**src/aqp_pkg.sv**
```systemverilog
`timescale 1ns / 1ps
// Package for the aging priority queue: word types, codes and command struct.
package aqp_pkg;

  localparam int unsigned ID_W   = 16;
  localparam int unsigned PRIO_W = 8;
  localparam int unsigned OCC_W  = 5;

  typedef enum logic {
    OP_INSERT   = 1'b0,
    OP_RETRIEVE = 1'b1
  } op_e;

  typedef enum logic [1:0] {
    ST_OK      = 2'd0,
    ST_FULL    = 2'd1,
    ST_EMPTY   = 2'd2,
    ST_BADPRIO = 2'd3
  } status_e;

  typedef struct packed {
    op_e                opcode;
    logic [ID_W-1:0]    entry_id;
    logic [PRIO_W-1:0]  entry_priority;
  } in_word_t;

  typedef struct packed {
    status_e            status;
    logic [ID_W-1:0]    retrieved_id;
    logic [OCC_W-1:0]   occupancy;
  } out_word_t;

  // Commands from the controller to the datapath.
  typedef struct packed {
    logic load;  // capture the incoming word
    logic exec;  // apply the captured word and load the result register
  } cmd_t;

endpackage

```
**src/aging_priority_queue.sv**
```systemverilog
`timescale 1ns / 1ps
// Top level of the aging priority queue: controller and datapath.
//
// Usage
//   Input channel (in_valid_i / in_ready_o / in_word_i): one word per command,
//   opcode insert with an id and a priority, or retrieve of the head entry.
//   Output channel (out_valid_o / out_ready_i / out_word_o): exactly one word
//   per command with a status, the retrieved id (zero unless a retrieve
//   succeeded) and the number of entries held afterwards.
//   Entries are kept sorted by ascending priority, ties in arrival order. A
//   retrieve pops the head and ages every remaining entry down by one, never
//   below one. Bad priorities, full inserts and empty retrieves are rejected
//   with a status code and leave the queue unchanged.
//   A word is captured in the input register and executes into the result
//   register once that is free; the sorted slot row is updated in the same
//   step (one compare per slot); the next word is accepted after execution.
//   A new word is accepted while a finished result still waits; execution
//   then holds until the result register is read.
//   Reset empties the queue; slot contents are not cleared.
module aging_priority_queue #(
  parameter int unsigned DEPTH        = 16,
  parameter int unsigned ID_BITS      = 16,
  parameter int unsigned PRIORITY_MAX = 255
) (
  input  logic               clk_i,
  input  logic               rst_ni,
  input  logic               in_valid_i,
  output logic               in_ready_o,
  input  aqp_pkg::in_word_t  in_word_i,
  output logic               out_valid_o,
  input  logic               out_ready_i,
  output aqp_pkg::out_word_t out_word_o
);
  import aqp_pkg::*;

  cmd_t cmd;

  // Sequence each word: capture, then execute once the result register is free.
  aqp_ctrl u_ctrl (
    .clk_i       (clk_i),
    .rst_ni      (rst_ni),
    .in_valid_i  (in_valid_i),
    .in_ready_o  (in_ready_o),
    .out_valid_o (out_valid_o),
    .out_ready_i (out_ready_i),
    .cmd_o       (cmd)
  );

  // Hold the sorted slot row, the entry count and the result word.
  aqp_dp #(
    .DEPTH        (DEPTH),
    .ID_BITS      (ID_BITS),
    .PRIORITY_MAX (PRIORITY_MAX)
  ) u_dp (
    .clk_i      (clk_i),
    .rst_ni     (rst_ni),
    .cmd_i      (cmd),
    .in_word_i  (in_word_i),
    .out_word_o (out_word_o)
  );

endmodule

```
**src/aqp_ctrl.sv**
```systemverilog
`timescale 1ns / 1ps
// Controller of the aging priority queue: handshake and sequencing state machine.
module aqp_ctrl (
  input  logic         clk_i,
  input  logic         rst_ni,
  input  logic         in_valid_i,
  output logic         in_ready_o,
  output logic         out_valid_o,
  input  logic         out_ready_i,
  output aqp_pkg::cmd_t cmd_o
);
  import aqp_pkg::*;

  localparam logic ST_IDLE = 1'b0;
  localparam logic ST_EXEC = 1'b1;

  logic state_q, state_d;
  logic out_valid_q, out_valid_d;
  logic out_free;

  assign out_free    = !out_valid_q || out_ready_i;
  assign in_ready_o  = (state_q == ST_IDLE);
  assign out_valid_o = out_valid_q;

  always_comb begin
    state_d    = state_q;
    cmd_o.load = 1'b0;
    cmd_o.exec = 1'b0;
    case (state_q)
      ST_IDLE: begin
        if (in_valid_i) begin
          cmd_o.load = 1'b1;
          state_d    = ST_EXEC;
        end
      end
      ST_EXEC: begin
        // wait for room in the result register
        if (out_free) begin
          cmd_o.exec = 1'b1;
          state_d    = ST_IDLE;
        end
      end
      default: state_d = ST_IDLE;
    endcase
  end

  always_comb begin
    if (cmd_o.exec) begin
      out_valid_d = 1'b1;
    end else if (out_ready_i) begin
      out_valid_d = 1'b0;
    end else begin
      out_valid_d = out_valid_q;
    end
  end

  always_ff @(posedge clk_i or negedge rst_ni) begin
    if (!rst_ni) begin
      state_q     <= ST_IDLE;
      out_valid_q <= 1'b0;
    end else begin
      state_q     <= state_d;
      out_valid_q <= out_valid_d;
    end
  end

  a_exec_gives_result: assert property (@(posedge clk_i) disable iff (!rst_ni)
    cmd_o.exec |=> out_valid_q)
    else $error("result register not loaded after execution");

  a_blocked_holds: assert property (@(posedge clk_i) disable iff (!rst_ni)
    (state_q == ST_EXEC && out_valid_q && !out_ready_i) |=> (state_q == ST_EXEC))
    else $error("pending word executed over an unread result");

  a_no_overwrite: assert property (@(posedge clk_i) disable iff (!rst_ni)
    cmd_o.exec |-> out_free)
    else $error("execution while result register is full");

endmodule

```
**src/aqp_dp.sv**
```systemverilog
`timescale 1ns / 1ps
// Datapath of the aging priority queue: input register, sorted slot row, result register.
module aqp_dp #(
  parameter int unsigned DEPTH        = 16,
  parameter int unsigned ID_BITS      = 16,
  parameter int unsigned PRIORITY_MAX = 255
) (
  input  logic               clk_i,
  input  logic               rst_ni,
  input  aqp_pkg::cmd_t      cmd_i,
  input  aqp_pkg::in_word_t  in_word_i,
  output aqp_pkg::out_word_t out_word_o
);
  import aqp_pkg::*;

  localparam int unsigned CNT_W = $clog2(DEPTH + 1);
  localparam int unsigned IDS_W = (ID_BITS < ID_W) ? ID_BITS : ID_W;
  localparam logic [15:0] PRIO_LIMIT = 16'(PRIORITY_MAX);

  in_word_t           in_q;
  out_word_t          out_q;
  logic [CNT_W-1:0]   count_q, count_d;

  logic [IDS_W-1:0]   slot_id_q   [DEPTH];
  logic [IDS_W-1:0]   slot_id_d   [DEPTH];
  logic [PRIO_W-1:0]  slot_prio_q [DEPTH];
  logic [PRIO_W-1:0]  slot_prio_d [DEPTH];

  logic [DEPTH-1:0]   gt;
  logic [DEPTH-1:0]   gt_below;
  logic               is_ins, prio_ok, full, empty, do_ins, do_ret;
  status_e            status;

  assign is_ins  = (in_q.opcode == OP_INSERT);
  assign prio_ok = (in_q.entry_priority != '0) && (16'(in_q.entry_priority) <= PRIO_LIMIT);
  assign full    = (count_q == CNT_W'(DEPTH));
  assign empty   = (count_q == '0);
  assign do_ins  = is_ins && prio_ok && !full;
  assign do_ret  = !is_ins && !empty;

  always_comb begin
    if (is_ins && !prio_ok) begin
      status = ST_BADPRIO;
    end else if (is_ins && full) begin
      status = ST_FULL;
    end else if (!is_ins && empty) begin
      status = ST_EMPTY;
    end else begin
      status = ST_OK;
    end
  end

  always_comb begin
    if (do_ins) begin
      count_d = count_q + 1'b1;
    end else if (do_ret) begin
      count_d = count_q - 1'b1;
    end else begin
      count_d = count_q;
    end
  end

  // Slot i moves behind the new entry when it is empty or ranks strictly after it.
  assign gt_below = {gt[DEPTH-2:0], 1'b0};

  for (genvar i = 0; i < DEPTH; i++) begin : g_slot
    assign gt[i] = (CNT_W'(i) >= count_q) || (slot_prio_q[i] > in_q.entry_priority);

    if (i < DEPTH - 1) begin : g_mid
      always_comb begin
        slot_id_d[i]   = slot_id_q[i];
        slot_prio_d[i] = slot_prio_q[i];
        if (do_ins && gt[i]) begin
          if (gt_below[i]) begin
            slot_id_d[i]   = slot_id_q[i-1 < 0 ? 0 : i-1];
            slot_prio_d[i] = slot_prio_q[i-1 < 0 ? 0 : i-1];
          end else begin
            slot_id_d[i]   = in_q.entry_id[IDS_W-1:0];
            slot_prio_d[i] = in_q.entry_priority;
          end
        end else if (do_ret) begin
          // advance and age, floor of one
          slot_id_d[i]   = slot_id_q[i+1];
          slot_prio_d[i] = (slot_prio_q[i+1] > PRIO_W'(1)) ? slot_prio_q[i+1] - 1'b1
                                                           : slot_prio_q[i+1];
        end
      end
    end else begin : g_last
      always_comb begin
        slot_id_d[i]   = slot_id_q[i];
        slot_prio_d[i] = slot_prio_q[i];
        if (do_ins && gt[i]) begin
          if (gt_below[i]) begin
            slot_id_d[i]   = slot_id_q[i-1];
            slot_prio_d[i] = slot_prio_q[i-1];
          end else begin
            slot_id_d[i]   = in_q.entry_id[IDS_W-1:0];
            slot_prio_d[i] = in_q.entry_priority;
          end
        end
      end
    end
  end

  always_ff @(posedge clk_i) begin
    if (cmd_i.load) begin
      in_q <= in_word_i;
    end
    if (cmd_i.exec) begin
      slot_id_q              <= slot_id_d;
      slot_prio_q            <= slot_prio_d;
      out_q.status           <= status;
      out_q.retrieved_id     <= do_ret ? ID_W'(slot_id_q[0]) : '0;
      out_q.occupancy        <= OCC_W'(count_d);
    end
  end

  always_ff @(posedge clk_i or negedge rst_ni) begin
    if (!rst_ni) begin
      count_q <= '0;
    end else if (cmd_i.exec) begin
      count_q <= count_d;
    end
  end

  assign out_word_o = out_q;

  a_count_bound: assert property (@(posedge clk_i) disable iff (!rst_ni)
    count_q <= CNT_W'(DEPTH))
    else $error("entry count above depth");

  a_retrieve_drops_one: assert property (@(posedge clk_i) disable iff (!rst_ni)
    (cmd_i.exec && do_ret) |=> (count_q == CNT_W'($past(count_q) - 1'b1)))
    else $error("retrieve did not drop one entry");

  a_reject_holds_count: assert property (@(posedge clk_i) disable iff (!rst_ni)
    (cmd_i.exec && status != ST_OK) |=> $stable(count_q))
    else $error("rejected word changed the entry count");

endmodule
```
**config.mk**
```make
export PLATFORM = sky130hd
export DESIGN_NAME = aging_priority_queue
export DESIGN_NICKNAME = d
export VERILOG_FILES = /design/src/aqp_pkg.sv /design/src/aging_priority_queue.sv /design/src/aqp_ctrl.sv /design/src/aqp_dp.sv
export SDC_FILE = /design/constraint.sdc
export NUM_CORES = 1
export LEC_CHECK = 0
export ABC_AREA = 1
export ABC_CLOCK_PERIOD_IN_PS = 11960
export BUFFER_PORTS_ARGS = -buffer_cell sky130_fd_sc_hd__buf_2
export CAP_MARGIN = 20
export CORE_UTILIZATION = 65
export CTS_BUF_LIST = sky130_fd_sc_hd__clkbuf_8
export DETAILED_ROUTE_END_ITERATION = 10
export HOLD_SLACK_MARGIN = 0.1
export PLACE_DENSITY = 0.79
export SYNTH_ARGS = -nofsm -noshare
export SYNTH_HDL_FRONTEND = slang
export SYNTH_SLANG_ARGS = --single-unit
export TNS_END_PERCENT = 10
```
**constraint.sdc**
```tcl
create_clock -name clk_i -period 11.96 [get_ports clk_i]
set_input_delay 1.196 -clock clk_i [delete_from_list [all_inputs] [get_ports clk_i]]
set_output_delay 1.196 -clock clk_i [all_outputs]
set_load 0.02 [all_outputs]
```
# Word level (Yosys, flattened, before mapping)
# Cells that the tools add are included.
[classes]
add_sub_neg = 17
n_eq_ne = 1
reduce_logical = 78
bitwise_logic = 2
muxes = 117
order_cmp = 47
[ops]
columns = ["cell", "count"]
rows = [
  ["two-way mux 16 bit", 45],
  ["two-way mux 8 bit", 60],
  ["greater-than comparator 8 bit", 16],
  ["greater-than comparator 8 x 1 -> 1 bit (second input constant)", 15],
  ["subtractor 8 x 1 -> 8 bit (second input constant)", 15],
  [">= comparator 4 x 5 -> 1 bit (first input constant)", 8],
  ["AND reduction 2 bit", 16],
  ["nonzero test 2 bit", 16],
  ["logical AND 1 bit", 22],
  [">= comparator 3 x 5 -> 1 bit (first input constant)", 4],
  ["logical OR 1 bit", 17],
  [">= comparator 1 x 5 -> 1 bit (first input constant)", 2],
  [">= comparator 2 x 5 -> 1 bit (first input constant)", 2],
  ["two-way mux 5 bit", 2],
  ["nonzero test 8 bit", 1],
  ["two-way mux 1 bit", 7],
  ["adder 5 x 1 -> 5 bit (second input constant)", 1],
  ["equality test 5 bit (second input constant)", 1],
  ["logical NOT 5 bit", 1],
  ["subtractor 5 x 1 -> 5 bit (second input constant)", 1],
  ["logical NOT 1 bit", 4],
  ["two-way mux 2 bit", 2],
  ["NOT 1 bit", 2],
  ["one-hot mux 1 bit (2 select lines)", 1],
  ["OR reduction 2 bit", 1],
]
[word_totals]
output_inout_bits = 25
wordCells = 304
reg_bits = 439
input_bits = 29

# Longest topological paths before layout
[depth]
ltp_word = 6
ltp_mapped = 17
depth_no_buf = 15

# By module
# A second synthesis with hierarchy kept.
[unflattened]
hier_cells = 3915
area_unflattened_um2 = 29528.3
[by_module_without_submodules]
columns = ["mod", "cells_per_inst", "seq_area_each_um2", "area_each_um2", "n_inst"]
rows = [
  ["aqp_dp", 3903, 13097.6, 29428.2, 1],
  ["aqp_ctrl", 12, 50.0, 100.1, 1],
]

# Least setup slack after synthesis
# OpenSTA, ideal clock, no wires.
[synth_timing]
path_type = "reg-to-reg"
start = "reg u_dp.in_q[3] (netlist name)"
end = "reg u_dp.slot_id_q[192] (netlist name) (enable)"
synth_period_minus_slack_ns = 4.044
n_path_buf = 3
path_stages_with_launch = 16
path_slack_ns = 7.916
t_required_ns = 11.547
arrival_time_ns = 3.631
setup_ns = 0.413
path_cell_list = "edfxtp_1 clkbuf_1 clkbuf_1 inv_1 ha_1 nand2_1 inv_1 nand2_1 nand2_1 nand2_1 nand2_1 nand2_1 nand2_1 nand2_1 buf_2 a21oi_1"
[synth_between]
elab_chain_len = 6
elab_cells_between_ends = 8
cone_classes = "order compare: 1; reduce/logical: 7"
[synth_rtl]
columns = ["item", "line", "rtl"]
rows = [
  ["from (decl)", "aqp_dp.sv:20", "in_word_t in_q;"],
  ["from (signal assigned)", "aqp_dp.sv:107", "in_q <= in_word_i;"],
  ["parallel branches: the longest is 3 deep, another holds greater-than comparator 8 bit", "-", ""],
  ["logical AND 1 bit *", "aqp_dp.sv:73", "if (do_ins && gt[i]) begin"],
  ["nonzero test 2 bit (no line) *", "-", ""],
  ["AND reduction 2 bit (no line) *", "-", ""],
  ["to (signal assigned)", "aqp_dp.sv:110", "slot_id_q <= slot_id_d;"],
  ["to (decl)", "aqp_dp.sv:24", "logic [IDS_W-1:0] slot_id_q [DEPTH];"],
]
# Every way passes the cells marked *.
# A chain may end at the register's enable or synchronous reset.

# Worst setup path in the final report
[layout_timing]
start = "reg u_dp.in_q[1] (netlist name)"
end = "reg u_dp.slot_id_q[250] (netlist name) (enable)"
# Same word-level chain as after synthesis.

==> results.toml <==
[pwr]
ir_drop_mv = 0.179
powerDensity_nw_per_um2 = 321
leakagePower_nw = 15.8

[clock_tree]
cts_hold_buf = 0
cts_resized = 0
numCtsBuffers = 75
cts_sinks = 439
clockBufferDepth = 3
cts_root_buf = "clkbuf_8"
clkTransAtPathRegs_ns = 0.07
cts_tree = "yes"
clock_latency_ns = 0.69
cts_setup_buffers = 0
htree_levels = 3

[timing]
post-route-period-util_pct = 45.6
setup_viol = 0
max_freq_ghz = 0.183
fin_skew_ns = 0.0364
rsz0062_at_grt = "false"
hold_viol_final = 0
max_slew_margin_pct = 32.5
worstMarginPinSlew_ns = 1.01
maxSlewViolCount = 0
fin_crit_ns = 5.45
finalSetupTns_ns = 0

[yosys]
syn_nets = 4170
synthTopCellsByCount = "nand2_1, edfxtp_1, nand3_1"
synth_area_leaders = "edfxtp_1, nand2_1, ha_1"
synthArstFlopShare_pct = 1.59
synth-warning-count = 0
netlist_instances = 3978
synth_flop_cell = "edfxtp_1"
synth_edf_count = 432
yosys.cell_types.count = 38
syn_area_per_cell_um2 = 7.46
yosysTopAreaCellShare_pct = 43.7
syn_area_um2 = 29700
synth_top_cell_by_area = "edfxtp_1"
yosysSeqAreaShare_pct = 44.3
ys_seq_elements = 439
yosysMostFrequentCell = "nand2_1"

[finish]
final_area_um2 = 31800
antenna_cells = 0
areaGrowthSynthToFinish_pct = 7.31
final_net_count = 4173
fin_cells = 4633
drive_above_1_share_pct = 7.08

[detailed_routing]
routed.top_layer = "met4"
first_iter_violations = 4025
met1_length_um = 35600
wl_met2_um = 41900
dr_wl_met3_um = 14600
drc = 0
drtAntennaViolNets = 0
drt-total-wl_um = 98800
num_vias = 27671
wl_per_cell_um = 21.3
drt-pass1-iter-count = 8
viasPerCell = 5.97

[die]
die_y_um = 216
die_x_um = 216
fp.dieArea_um2 = 46500
io_pins = 54
core_um2 = 44600
initial_utilization_pct = 66.5
placementRows = 77

[placement]
gp_congestion = 1.01
port_buffers = 53
postPlaceCellArea_um2 = 30200
dp_hpwl_um = 68100
placed_cells = 4494

[job]
cap_violations = 0

[worst_hold_path]
hold_path.class = "in -> async"

[run_status]
status = "finished clean"

[critical_path]
slowest_stage = "edfxtp_1"
crit_type = "reg -> reg"
max_stage_delay_ns = 0.97
cp_cell_sequence = "inv_1 > ha_1 > nand2_1 > nand2_1 > nand2_1 > nand2_1 > nand2_1 > nand2_1 > nand2_1 > nand2_4 > nand2_2 > a21oi_2 > buf_4"
crit_path_start_kind = "flop"
worst_path_most_repeated_cell = "nand2_1"
arrival_ns = 5.80
worstPathRequired_ns = 12.31
setup.worst_path.end_class = "flop"
crit_fanout = 48

[grt]
grt_pass1_wl_um = 148000
antenna_found_initial = 0
grt_pass1_vias = 25331
gr-total-overflow = 0
gr-usage-all-layers_pct = 42.4
grt_max_degree = 50
-- placed cells by master (no fill, tap or decap), types with 15 or more instances in the layout --
master,n
nand2_1,2055
edfxtp_1,432
nand3_1,357
inv_1,255
ha_1,163
nor2_1,117
o21ai_0,105
clkbuf_8,79
a21oi_1,70
buf_4,60
xor2_1,53
buf_2,53
nor3_1,43
nand4_1,23
a21oi_2,21
clkinv_1,21
o21ai_1,20
o21a_1,15
-- final cells by class --
type / instances / area [um^2]
clock buffer: 79 / 1090
clock inverter: 58 / 462
fill: 3645 / 12800
inverter: 247 / 927
multi-input combinational: 3102 / 14700
sequential: 439 / 13100
tap: 592 / 741
timing repair buffer: 116 / 769
-- flip-flops by register name, indices dropped and copies added (netlist names) --
signal,count
u_ctrl.out_valid_o,1
u_ctrl.state_q,1
u_dp.count_q,5
u_dp.in_q,25
u_dp.out_word_o,23
u_dp.slot_id_q,256
u_dp.slot_prio_q,128
-- power by group --
group / internal [mW] / switching, mW / total, mW
clock: 0.789 / 0.662 / 1.45
sequential: 2.83 / 0.846 / 3.68
combinational: 1.53 / 3.58 / 5.10
total: 5.14 / 5.09 / 10.2
-- metal layers --
| layer | vias up | global-route usage [%] |
|---|---|---|
| met1 | 12374 | 54.5 |
| li1 | 12925 | - |
| met2 | 1964 | 63.7 |
| met3 | 408 | 12.6 |
| met5 | - | 0 |
| met4 | 0 | 24.9 |
-- path summary, 6_finish.rpt --
| kind | from | endpoint | slack (ns) | cells past startpoint |
|---|---|---|---|---|
| setup / recovery | u_dp.in_q[1]$_DFFE_PP_ | u_dp.slot_id_q[250]$_DFFE_PP_ | 6.51 | 13 |
| hold / removal | rst_ni | u_dp.count_q[4]$_DFFE_PN0P_ | 0.34 | 1 |
| setup reg to reg | u_dp.in_q[1]$_DFFE_PP_ | u_dp.slot_id_q[250]$_DFFE_PP_ | 6.51 | 13 |
| hold reg to reg | u_ctrl.out_valid_o$_DFFE_PN0P_ | u_ctrl.out_valid_o$_DFFE_PN0P_ | 0.51 | 2 |
| max in group asynchronous | rst_ni | u_ctrl.out_valid_o$_DFFE_PN0P_ | 11.43 | 1 |
| min in group clk_i | u_ctrl.out_valid_o$_DFFE_PN0P_ | u_ctrl.out_valid_o$_DFFE_PN0P_ | 0.51 | 2 |
-- logic make-up after synthesis --
kind of cell	count (synthesis)	synth area share (%)
buffers and inverters	437	6.35
DFF	439	44.3
adders and majority gates	163	6.87
and+or+nand+nor	2623	35.6
AOI/OAI and AO/OA	260	5.25
xor gates and xnor gates	56	1.65
-- through the flow --
step           hold slack [ns]  util, %  worst slack, ns  power (mW)
2_1_floorplan            0.494        -             7.92        7.03
5_1_grt                  0.360     71.4             6.24        10.9
4_1_cts                  0.327     71.3             6.71        10.0
3_5_place_dp             0.501     67.8             6.74        8.54
3_3_place_gp             0.508     67.8             6.84        8.43
6_report                 0.341     71.4             6.51        10.2
-- critical path, delay by kind of cell (launching register included) --
family                     cells  cell delay (ns)
adders and majority gates      1             0.53
and+or+nand+nor                9             1.88
buffers and inverters          2             1.06
DFF                            1             0.97
AOI/OAI and AO/OA              1             0.65
No activity file was read; power rests on OpenSTA's default activity.
